[src/rtl/sha_pkg.sv]
package sha_pkg;

    typedef struct packed {
        logic [7:0] data;
        logic       has_byte;
        logic       close;
    } sha_cmd_t;

    localparam logic [31:0] IV [8] = '{
        32'h6a09e667, 32'hbb67ae85, 32'h3c6ef372, 32'ha54ff53a,
        32'h510e527f, 32'h9b05688c, 32'h1f83d9ab, 32'h5be0cd19
    };

    localparam logic [31:0] ROUND_K [64] = '{
        32'h428a2f98, 32'h71374491, 32'hb5c0fbcf, 32'he9b5dba5, 32'h3956c25b, 32'h59f111f1,
        32'h923f82a4, 32'hab1c5ed5, 32'hd807aa98, 32'h12835b01, 32'h243185be, 32'h550c7dc3,
        32'h72be5d74, 32'h80deb1fe, 32'h9bdc06a7, 32'hc19bf174, 32'he49b69c1, 32'hefbe4786,
        32'h0fc19dc6, 32'h240ca1cc, 32'h2de92c6f, 32'h4a7484aa, 32'h5cb0a9dc, 32'h76f988da,
        32'h983e5152, 32'ha831c66d, 32'hb00327c8, 32'hbf597fc7, 32'hc6e00bf3, 32'hd5a79147,
        32'h06ca6351, 32'h14292967, 32'h27b70a85, 32'h2e1b2138, 32'h4d2c6dfc, 32'h53380d13,
        32'h650a7354, 32'h766a0abb, 32'h81c2c92e, 32'h92722c85, 32'ha2bfe8a1, 32'ha81a664b,
        32'hc24b8b70, 32'hc76c51a3, 32'hd192e819, 32'hd6990624, 32'hf40e3585, 32'h106aa070,
        32'h19a4c116, 32'h1e376c08, 32'h2748774c, 32'h34b0bcb5, 32'h391c0cb3, 32'h4ed8aa4a,
        32'h5b9cca4f, 32'h682e6ff3, 32'h748f82ee, 32'h78a5636f, 32'h84c87814, 32'h8cc70208,
        32'h90befffa, 32'ha4506ceb, 32'hbef9a3f7, 32'hc67178f2
    };

    localparam logic [7:0] PAD_BYTE = 8'h80;
    localparam logic [5:0] LEN_START = 6'd56;

endpackage

[src/rtl/sha_cmd_fifo.sv]
module sha_cmd_fifo #(
    parameter int DEPTH = 4
) (
    input  logic              clk,
    input  logic              rst_n,
    input  logic              wr_en,
    input  sha_pkg::sha_cmd_t wr_data,
    output logic              full,
    input  logic              rd_en,
    output sha_pkg::sha_cmd_t rd_data,
    output logic              empty
);
    import sha_pkg::*;

    localparam int AW = $clog2(DEPTH);

    sha_cmd_t        mem_reg [DEPTH];
    logic [AW-1:0]   wr_ptr_reg;
    logic [AW-1:0]   rd_ptr_reg;
    logic [AW:0]     count_reg;

    assign full    = (count_reg == (AW+1)'(DEPTH));
    assign empty   = (count_reg == '0);
    assign rd_data = mem_reg[rd_ptr_reg];

    always_ff @(posedge clk)
    begin
        if (wr_en && !full)
        begin
            mem_reg[wr_ptr_reg] <= wr_data;
        end
    end

    always_ff @(posedge clk or negedge rst_n)
    begin
        if (!rst_n)
        begin
            wr_ptr_reg <= '0;
            rd_ptr_reg <= '0;
            count_reg  <= '0;
        end
        else
        begin
            if (wr_en && !full)
            begin
                wr_ptr_reg <= (wr_ptr_reg == AW'(DEPTH - 1)) ? '0 : wr_ptr_reg + 1'b1;
            end
            if (rd_en && !empty)
            begin
                rd_ptr_reg <= (rd_ptr_reg == AW'(DEPTH - 1)) ? '0 : rd_ptr_reg + 1'b1;
            end
            count_reg <= count_reg + (AW+1)'(wr_en && !full) - (AW+1)'(rd_en && !empty);
        end
    end

endmodule

[src/rtl/sha_core.sv]
module sha_core (
    input  logic              clk,
    input  logic              rst_n,
    input  logic              cmd_valid,
    input  sha_pkg::sha_cmd_t cmd,
    output logic              cmd_take,
    output logic [31:0]       digest_word,
    output logic [2:0]        word_index,
    output logic              last_word,
    output logic              empty,
    input  logic              pop
);
    import sha_pkg::*;

    typedef enum logic [6:0] {
        ST_IDLE  = 7'b0000001,
        ST_PAD   = 7'b0000010,
        ST_ZERO  = 7'b0000100,
        ST_LEN   = 7'b0001000,
        ST_ROUND = 7'b0010000,
        ST_ADD   = 7'b0100000,
        ST_OUT   = 7'b1000000
    } state_t;

    state_t        state_reg;
    logic [31:0]   blk_reg [16];
    logic [5:0]    fill_reg;
    logic [60:0]   len_reg;
    logic [31:0]   h_reg [8];
    logic [31:0]   v_reg [8];
    logic [31:0]   w_reg [16];
    logic [5:0]    rnd_reg;
    logic          final_reg;
    logic [2:0]    out_idx_reg;
    logic          closing_reg;
    logic          spill_reg;

    logic [31:0] w_cur, s1, ch, t1, s0, mj, a15, a2, x0, x1;
    logic [63:0] bits;

    function automatic logic [31:0] rotr(input logic [31:0] x, input int n);
        rotr = (x >> n) | (x << (32 - n));
    endfunction

    assign bits = {len_reg, 3'b000};
    assign a15  = w_reg[1];
    assign a2   = w_reg[14];
    assign x0   = rotr(a15, 7) ^ rotr(a15, 18) ^ (a15 >> 3);
    assign x1   = rotr(a2, 17) ^ rotr(a2, 19) ^ (a2 >> 10);
    assign w_cur = (rnd_reg < 6'd16) ? blk_reg[rnd_reg[3:0]]
                                     : w_reg[0] + x0 + w_reg[9] + x1;
    assign s1 = rotr(v_reg[4], 6) ^ rotr(v_reg[4], 11) ^ rotr(v_reg[4], 25);
    assign ch = (v_reg[4] & v_reg[5]) ^ (~v_reg[4] & v_reg[6]);
    assign t1 = v_reg[7] + s1 + ch + ROUND_K[rnd_reg] + w_cur;
    assign s0 = rotr(v_reg[0], 2) ^ rotr(v_reg[0], 13) ^ rotr(v_reg[0], 22);
    assign mj = (v_reg[0] & v_reg[1]) ^ (v_reg[0] & v_reg[2]) ^ (v_reg[1] & v_reg[2]);

    assign cmd_take    = (state_reg == ST_IDLE) && cmd_valid;
    assign empty       = (state_reg != ST_OUT);
    assign digest_word = h_reg[out_idx_reg];
    assign word_index  = out_idx_reg;
    assign last_word   = (out_idx_reg == 3'd7);

    always_ff @(posedge clk)
    begin
        case (state_reg)
            ST_IDLE:
            begin
                if (cmd_valid && cmd.has_byte)
                begin
                    blk_reg[fill_reg[5:2]][8*(3-fill_reg[1:0]) +: 8] <= cmd.data;
                end
                if (cmd_valid)
                begin
                    for (int i = 0; i < 8; i++)
                    begin
                        v_reg[i] <= h_reg[i];
                    end
                end
            end
            ST_PAD:
            begin
                blk_reg[fill_reg[5:2]][8*(3-fill_reg[1:0]) +: 8] <= PAD_BYTE;
                for (int i = 0; i < 8; i++)
                begin
                    v_reg[i] <= h_reg[i];
                end
            end
            ST_ZERO:
            begin
                blk_reg[fill_reg[5:2]][8*(3-fill_reg[1:0]) +: 8] <= 8'h00;
                for (int i = 0; i < 8; i++)
                begin
                    v_reg[i] <= h_reg[i];
                end
            end
            ST_LEN:
            begin
                blk_reg[14] <= bits[63:32];
                blk_reg[15] <= bits[31:0];
                for (int i = 0; i < 8; i++)
                begin
                    v_reg[i] <= h_reg[i];
                end
            end
            ST_ROUND:
            begin
                for (int i = 0; i < 15; i++)
                begin
                    w_reg[i] <= w_reg[i+1];
                end
                w_reg[15] <= w_cur;
                v_reg[7] <= v_reg[6];
                v_reg[6] <= v_reg[5];
                v_reg[5] <= v_reg[4];
                v_reg[4] <= v_reg[3] + t1;
                v_reg[3] <= v_reg[2];
                v_reg[2] <= v_reg[1];
                v_reg[1] <= v_reg[0];
                v_reg[0] <= t1 + s0 + mj;
            end
            default:
            begin
            end
        endcase
    end

    always_ff @(posedge clk or negedge rst_n)
    begin
        if (!rst_n)
        begin
            state_reg   <= ST_IDLE;
            fill_reg    <= '0;
            len_reg     <= '0;
            rnd_reg     <= '0;
            final_reg   <= 1'b0;
            closing_reg <= 1'b0;
            spill_reg   <= 1'b0;
            out_idx_reg <= '0;
            for (int i = 0; i < 8; i++)
            begin
                h_reg[i] <= IV[i];
            end
        end
        else
        begin
            case (state_reg)
                ST_IDLE:
                begin
                    if (cmd_valid)
                    begin
                        closing_reg <= cmd.close;
                        rnd_reg     <= '0;
                        final_reg   <= 1'b0;
                        if (cmd.has_byte)
                        begin
                            fill_reg <= fill_reg + 1'b1;
                            len_reg  <= len_reg + 1'b1;
                            if (fill_reg == 6'd63)
                            begin
                                state_reg <= ST_ROUND;
                            end
                            else if (cmd.close)
                            begin
                                state_reg <= ST_PAD;
                            end
                        end
                        else if (cmd.close)
                        begin
                            state_reg <= ST_PAD;
                        end
                    end
                end
                ST_PAD:
                begin
                    closing_reg <= 1'b0;
                    fill_reg    <= fill_reg + 1'b1;
                    rnd_reg     <= '0;
                    if (fill_reg == 6'd63)
                    begin
                        final_reg <= 1'b0;
                        spill_reg <= 1'b1;
                        state_reg <= ST_ROUND;
                    end
                    else if (fill_reg == LEN_START - 6'd1)
                    begin
                        state_reg <= ST_LEN;
                    end
                    else
                    begin
                        state_reg <= ST_ZERO;
                    end
                end
                ST_ZERO:
                begin
                    fill_reg <= fill_reg + 1'b1;
                    rnd_reg  <= '0;
                    if (fill_reg == 6'd63)
                    begin
                        final_reg <= 1'b0;
                        spill_reg <= 1'b1;
                        state_reg <= ST_ROUND;
                    end
                    else if (fill_reg == LEN_START - 6'd1)
                    begin
                        state_reg <= ST_LEN;
                    end
                end
                ST_LEN:
                begin
                    fill_reg  <= '0;
                    rnd_reg   <= '0;
                    final_reg <= 1'b1;
                    state_reg <= ST_ROUND;
                end
                ST_ROUND:
                begin
                    rnd_reg <= rnd_reg + 1'b1;
                    if (rnd_reg == 6'd63)
                    begin
                        state_reg <= ST_ADD;
                    end
                end
                ST_ADD:
                begin
                    for (int i = 0; i < 8; i++)
                    begin
                        h_reg[i] <= h_reg[i] + v_reg[i];
                    end
                    fill_reg <= '0;
                    if (final_reg)
                    begin
                        out_idx_reg <= '0;
                        state_reg   <= ST_OUT;
                    end
                    else if (closing_reg)
                    begin
                        state_reg <= ST_PAD;
                    end
                    else if (spill_reg)
                    begin
                        spill_reg <= 1'b0;
                        state_reg <= ST_ZERO;
                    end
                    else
                    begin
                        state_reg <= ST_IDLE;
                    end
                end
                ST_OUT:
                begin
                    if (pop)
                    begin
                        out_idx_reg <= out_idx_reg + 1'b1;
                        if (out_idx_reg == 3'd7)
                        begin
                            len_reg   <= '0;
                            final_reg <= 1'b0;
                            for (int i = 0; i < 8; i++)
                            begin
                                h_reg[i] <= IV[i];
                            end
                            state_reg <= ST_IDLE;
                        end
                    end
                end
                default:
                begin
                    state_reg <= ST_IDLE;
                end
            endcase
        end
    end

endmodule

[src/rtl/sha256_message_digest.sv]
// SHA-256 message hasher.
// Input queue: push an item with data_byte/byte_valid/end_of_message while
// full is low. Each item may carry one byte and may close the message.
// Items land in a QUEUE_DEPTH-entry command queue (four by default); the hash core drains it.
// Result queue: while empty is low, digest_word/word_index/last_word show
// the next digest word; pop takes it. Eight words leave per message,
// index 0 first, last_word set on index 7.
// Block flow: the core takes bytes while idle; every full 64-byte block
// then runs 64 rounds of the single round unit plus the chain add, and no
// byte is taken meanwhile. Closing writes the pad byte and zero bytes up
// to byte 55, then the length, then compresses the last block. When the pad
// spills past byte 55, the rest of that block is zeroed and compressed,
// then 56 zero bytes, the length and the last compression follow.
// Reset loads the initial hash values and empties both queues.
// A stalled receiver holds the current word; the core waits, and the input
// queue then fills and raises full.
module sha256_message_digest #(
    parameter int QUEUE_DEPTH = 4
) (
    input  logic        clk,
    input  logic        rst_n,
    input  logic [7:0]  data_byte,
    input  logic        byte_valid,
    input  logic        end_of_message,
    input  logic        push,
    output logic        full,
    output logic [31:0] digest_word,
    output logic [2:0]  word_index,
    output logic        last_word,
    output logic        empty,
    input  logic        pop
);
    import sha_pkg::*;

    sha_cmd_t wr_cmd;
    sha_cmd_t rd_cmd;
    logic     q_empty;
    logic     take;

    assign wr_cmd = '{data: data_byte, has_byte: byte_valid, close: end_of_message};

    sha_cmd_fifo #(.DEPTH(QUEUE_DEPTH)) u_fifo (
        .clk(clk), .rst_n(rst_n),
        .wr_en(push), .wr_data(wr_cmd), .full(full),
        .rd_en(take), .rd_data(rd_cmd), .empty(q_empty)
    );

    sha_core u_core (
        .clk(clk), .rst_n(rst_n),
        .cmd_valid(!q_empty), .cmd(rd_cmd), .cmd_take(take),
        .digest_word(digest_word), .word_index(word_index), .last_word(last_word),
        .empty(empty), .pop(pop)
    );

endmodule
[config.mk]
export PLATFORM = sky130hd
export DESIGN_NAME = sha256_message_digest
export DESIGN_NICKNAME = d
export VERILOG_FILES = /design/src/rtl/sha_pkg.sv /design/src/rtl/sha_cmd_fifo.sv /design/src/rtl/sha_core.sv /design/src/rtl/sha256_message_digest.sv
export SDC_FILE = /design/constraint.sdc
export NUM_CORES = 2
export LEC_CHECK = 0
export BUFFER_PORTS_ARGS = -buffer_cell sky130_fd_sc_hd__buf_2
export CAP_MARGIN = 20
export CORE_MARGIN = 1.5
export CORE_UTILIZATION = 40
export CTS_CLUSTER_DIAMETER = 40
export CTS_CLUSTER_SIZE = 40
export DETAILED_ROUTE_END_ITERATION = 6
export MAX_ROUTING_LAYER = met4
export SYNTH_ARGS = -nofsm -noshare
export SYNTH_HDL_FRONTEND = slang
export SYNTH_SLANG_ARGS = --single-unit
[constraint.sdc]
create_clock -name clk -period 47.3 [get_ports clk]
set_input_delay 4.73 -clock clk [delete_from_list [all_inputs] [get_ports clk]]
set_output_delay 4.73 -clock clk [all_outputs]
set_load 0.1 [all_outputs]
==> impl_summary.md <==
Min path
For hold timing, the worst endpoint is u_core.w_reg[0][235]$_DFFE_PN_. The tightest min-delay check is of the reg -> reg type. The hold path startpoint is u_core.w_reg[1][11]$_DFFE_PN_. The number of instances on the worst hold path is 0.

Placed design
The count of buffers inserted at the top-level ports is between 50 and 60. Routability-driven placement finished with a final weighted congestion of around 0.96. The estimated wirelength of the detail-placed design is ~200,000 um.

Worst setup path
Across all register-to-register paths, the minimum setup slack is 35.86 ns. At the worst endpoint, the arrival time is 12.09 ns. Measured in cells, the most critical reg-to-reg path has a length of a little over 40. The top fanout value on the critical path is 5.

The type of the setup path with the least slack is reg -> reg. The kind of capture point of the worst setup path is a flop. The endpoint identified for the worst register-to-register timing path is u_core.v_reg[0][31]$_DFFE_PP_. The startpoint identified for the worst register-to-register timing path is u_core.w_reg[0][37]$_DFFE_PN_. The worst setup path is launched from a flop. In this design, the stage delay of the slowest critical-path cell is between 0.5 and 0.6 ns. For this design, the slowest cell found on the critical path is sky130_fd_sc_hd__fa_1. Data on the critical path is required at its endpoint by 47.95 ns.

CTS
The quantity of gates resized following cts is 0. In this run the number of H-tree levels came out at 5. No sink is reached through more buffers than the 4 on the longest clock path. Buffers added to address setup during post-CTS repair amount to 0.

The later pin in the worst-skew pair is clocked with a latency of roughly 0.95 ns. The buffer type at the clock tree root is sky130_fd_sc_hd__clkbuf_16. The CTS tree is built. After clock tree synthesis, the clock-pin slew on the worst setup and hold paths is 0.06 ns. The TritonCTS buffer count is around 300.

The clock sink count is ~1,700. The number of hold buffers added after CTS was 0.

Run status
The flow ran to the end, and the final reports show no timing, DRC or antenna violations.

Floorplan
The overall die area is about 0.23 mm2. In this run the horizontal extent of the chip is slightly below 500 um. The core box area is 0.228 mm2. The initialized floorplan defines 175 standard-cell rows. between 50 and 60 I/O pins were placed.

The starting density of the core is 40.3%. The die is approximately 480 um tall.

STA
For the final routed database, the setup TNS stands at 0 ns. In this run the tightest slew margin relative to its limit is roughly a quarter. The final worst hold slack is 0.375 ns.

The count of pins over their slew limit is 0. At the pin with the least slew margin, the transition time is about 1.1 ns. Derived from the worst setup path, the maximum achievable clock frequency is roughly 0.09 GHz. On the final layout, the worst clock skew is 0.0821 ns.

Setup repair after global routing left no endpoint under its margin. After layout, the worst path uses between 20 and 25% of the clock period. The hold violation count in the final report is 0. The final critical-path required period is 11.44 ns. The number of endpoints failing setup at the final stage is 0.

Synth
The number of flops mapped to enable cells by yosys is around 1,300. The cell area that synthesis handed to floorplanning was just over 0.09 mm2. Sequential elements use a little over half of the synthesized area.

Synthesis produced a netlist whose cell count is between 7,000 and 8,000. The per-instance average area after synthesis is 11.9 um2. The synthesized net count is 8,304. After synthesis, the share of flip-flops with an asynchronous set or reset is between 20% and 30%. The number of synthesized register bits is about 1,700.

The synthesis warning total is 0. The distinct cell type count of the synthesized netlist is 100. The most used flip-flop cell after synthesis is sky130_fd_sc_hd__edfxtp_1.

Cells and area
The top cell types in the final layout, fill and taps aside, are 1,317 x sky130_fd_sc_hd__edfxtp_1, 980 x sky130_fd_sc_hd__nand2_1, 499 x sky130_fd_sc_hd__o21ai_0. The library cell used most frequently in the layout, excluding fill and tap cells, is sky130_fd_sc_hd__edfxtp_1. The fraction of layout instances using a drive strength above 1 is about 14%. The area overhead of the layout relative to synthesis is 14.7%. After the last flow step, the layout net total stands at around 8,400. The post-route core utilization is ~46%. The filler cell count is 20,525. The register cell area after layout is a little under 0.05 mm2. The area taken by multi-input logic gates is slightly above 0.04 mm2.

Detailed routing
The number of vias per cell is ~5.7. The post-detailed-routing wire length is approximately 280,000 um. The total vias in the final route is about 63,000. For this run, design rule violations remaining after detail routing come to 0. The average wire per standard cell is around 26 um. The detailed router finished its first iteration with 6,572 violations. The detail route stage leaves a number of antenna-violating nets equal to 0. For this run, the detailed router's first-pass iteration total came to 6.

Global routing
The total routing resource utilization after global routing is approximately a quarter. The initial antenna violation count is 8. The first global-routing pass estimated 420,000 um of wire. The total congestion overflow is 0.

The via count of the first global-routing pass is 61,169. Entering global routing, the biggest net connects 191 pins.

Flow run
The number of maximum-capacitance violations is 0.
[worst max-delay path by stage]
| stage | startpoint | endpoint | slack (ns) |
|---|---|---|---|
| final | u_core.w_reg[0][37]$_DFFE_PN_ | u_core.v_reg[0][31]$_DFFE_PP_ | 35.86 |
| after global routing | u_core.w_reg[0][37]$_DFFE_PN_ | u_core.v_reg[0][31]$_DFFE_PP_ | 35.27 |
| after CTS | u_core.w_reg[0][37]$_DFFE_PN_ | u_core.v_reg[0][31]$_DFFE_PP_ | 35.98 |
| after detailed placement | u_core.w_reg[0][37]$_DFFE_PN_ | u_core.v_reg[0][31]$_DFFE_PP_ | 36.05 |
| after global placement | u_core.w_reg[0][37]$_DFFE_PN_ | u_core.v_reg[0][31]$_DFFE_PP_ | 36.01 |
| after floorplan | u_core.state_reg[1]$_DFFE_PN0P_ | u_core.w_reg[0][0]$_DFFE_PN_ | 30.84 |
[synth_stat cells, types with 9 or more instances]
library cell	n	area [um2]
sky130_fd_sc_hd__inv_1	361	1360
sky130_fd_sc_hd__a22o_1	52	455
sky130_fd_sc_hd__ha_1	415	5190
sky130_fd_sc_hd__or2_2	14	87.6
sky130_fd_sc_hd__a311oi_1	9	78.8
sky130_fd_sc_hd__o311ai_0	13	114
sky130_fd_sc_hd__mux2_2	43	484
sky130_fd_sc_hd__nor4_1	9	56.3
sky130_fd_sc_hd__xor2_1	233	2040
sky130_fd_sc_hd__dfstp_2	137	3600
sky130_fd_sc_hd__fa_1	198	3960
sky130_fd_sc_hd__and3_1	39	244
sky130_fd_sc_hd__a21boi_0	18	135
sky130_fd_sc_hd__a31oi_1	33	206
sky130_fd_sc_hd__edfxtp_1	1317	39500
sky130_fd_sc_hd__or3_1	46	288
sky130_fd_sc_hd__nand2b_1	79	494
sky130_fd_sc_hd__o31ai_1	40	300
sky130_fd_sc_hd__nor2_1	460	1730
sky130_fd_sc_hd__o22a_1	9	78.8
sky130_fd_sc_hd__buf_1	59	221
sky130_fd_sc_hd__o21bai_1	55	413
sky130_fd_sc_hd__nand4_1	31	194
sky130_fd_sc_hd__nor2b_1	51	319
sky130_fd_sc_hd__o21a_1	57	428
sky130_fd_sc_hd__nor3_1	113	566
sky130_fd_sc_hd__a41oi_1	9	78.8
sky130_fd_sc_hd__maj3_1	18	180
sky130_fd_sc_hd__xnor2_1	380	3330
sky130_fd_sc_hd__nand3_1	185	926
sky130_fd_sc_hd__o211ai_1	26	195
sky130_fd_sc_hd__a21o_1	173	1300
sky130_fd_sc_hd__clkbuf_1	286	1070
sky130_fd_sc_hd__a211oi_1	41	308
sky130_fd_sc_hd__dfrtp_1	212	5310
sky130_fd_sc_hd__mux4_2	240	5410
sky130_fd_sc_hd__o21ai_0	499	2500
sky130_fd_sc_hd__and2_1	26	163
sky130_fd_sc_hd__nand2_1	981	3680
sky130_fd_sc_hd__nor3b_1	11	82.6
sky130_fd_sc_hd__a21oi_1	461	2310
sky130_fd_sc_hd__mux2i_1	53	531
sky130_fd_sc_hd__o22ai_1	16	100
[layout make-up]
type,instances,area share [%]
clock inverter,188,1.85
multi-input combinational,5292,38.5
antenna,2,0.00476
tap,3009,3.58
clock buffer,342,7.55
timing repair buffer,151,1.03
sequential,1669,46.2
inverter,363,1.30
[critical path, delay by kind of cell, from the launching register on]
kind / cells / cell delay, ns
xor gates and xnor gates: 6 / 1.20
and+or+nand+nor: 8 / 1.35
DFF: 1 / 0.46
muxes: 1 / 0.54
AOI/OAI and AO/OA: 15 / 3.93
adders and majority gates: 8 / 3.50
buffers and inverters: 3 / 0.15
[per-layer routing]
metal,track usage (%),wire length (um),up-vias
met5,-,0,-
met4,7.33,8320,0
met3,4.67,21300,471
met2,35.9,124000,2400
met1,36.4,131000,32002
li1,-,-,28262
[stage by stage]
| step | instances | area [um2] | setup WS (ns) |
|---|---|---|---|
| 2_1_floorplan | 7677 | 91700 | 30.84 |
| 3_3_place_gp | 10472 | 95200 | 36.01 |
| 3_5_place_dp | 10476 | 95200 | 36.05 |
| 4_1_cts | 11006 | 105000 | 35.98 |
| 5_1_grt | 11016 | 105000 | 35.27 |
| 6_report | 11016 | 105000 | 35.86 |
[cells by family after synthesis]
| logic type | after synthesis | share of synthesized area [%] |
|---|---|---|
| multiplexers | 337 | 7.03 |
| XOR/XNOR | 614 | 5.87 |
| AO/OA/AOI/OAI | 1631 | 11.1 |
| AND/OR/NAND/NOR | 2079 | 9.95 |
| buffers and inverters | 716 | 2.99 |
| adder cells (fa/ha/maj) | 631 | 10.2 |
| flip-flops | 1669 | 52.9 |
Power is left out: the tool's default activity adds up to more than one toggle a clock period on the data nets, which glitch-free logic cannot reach.
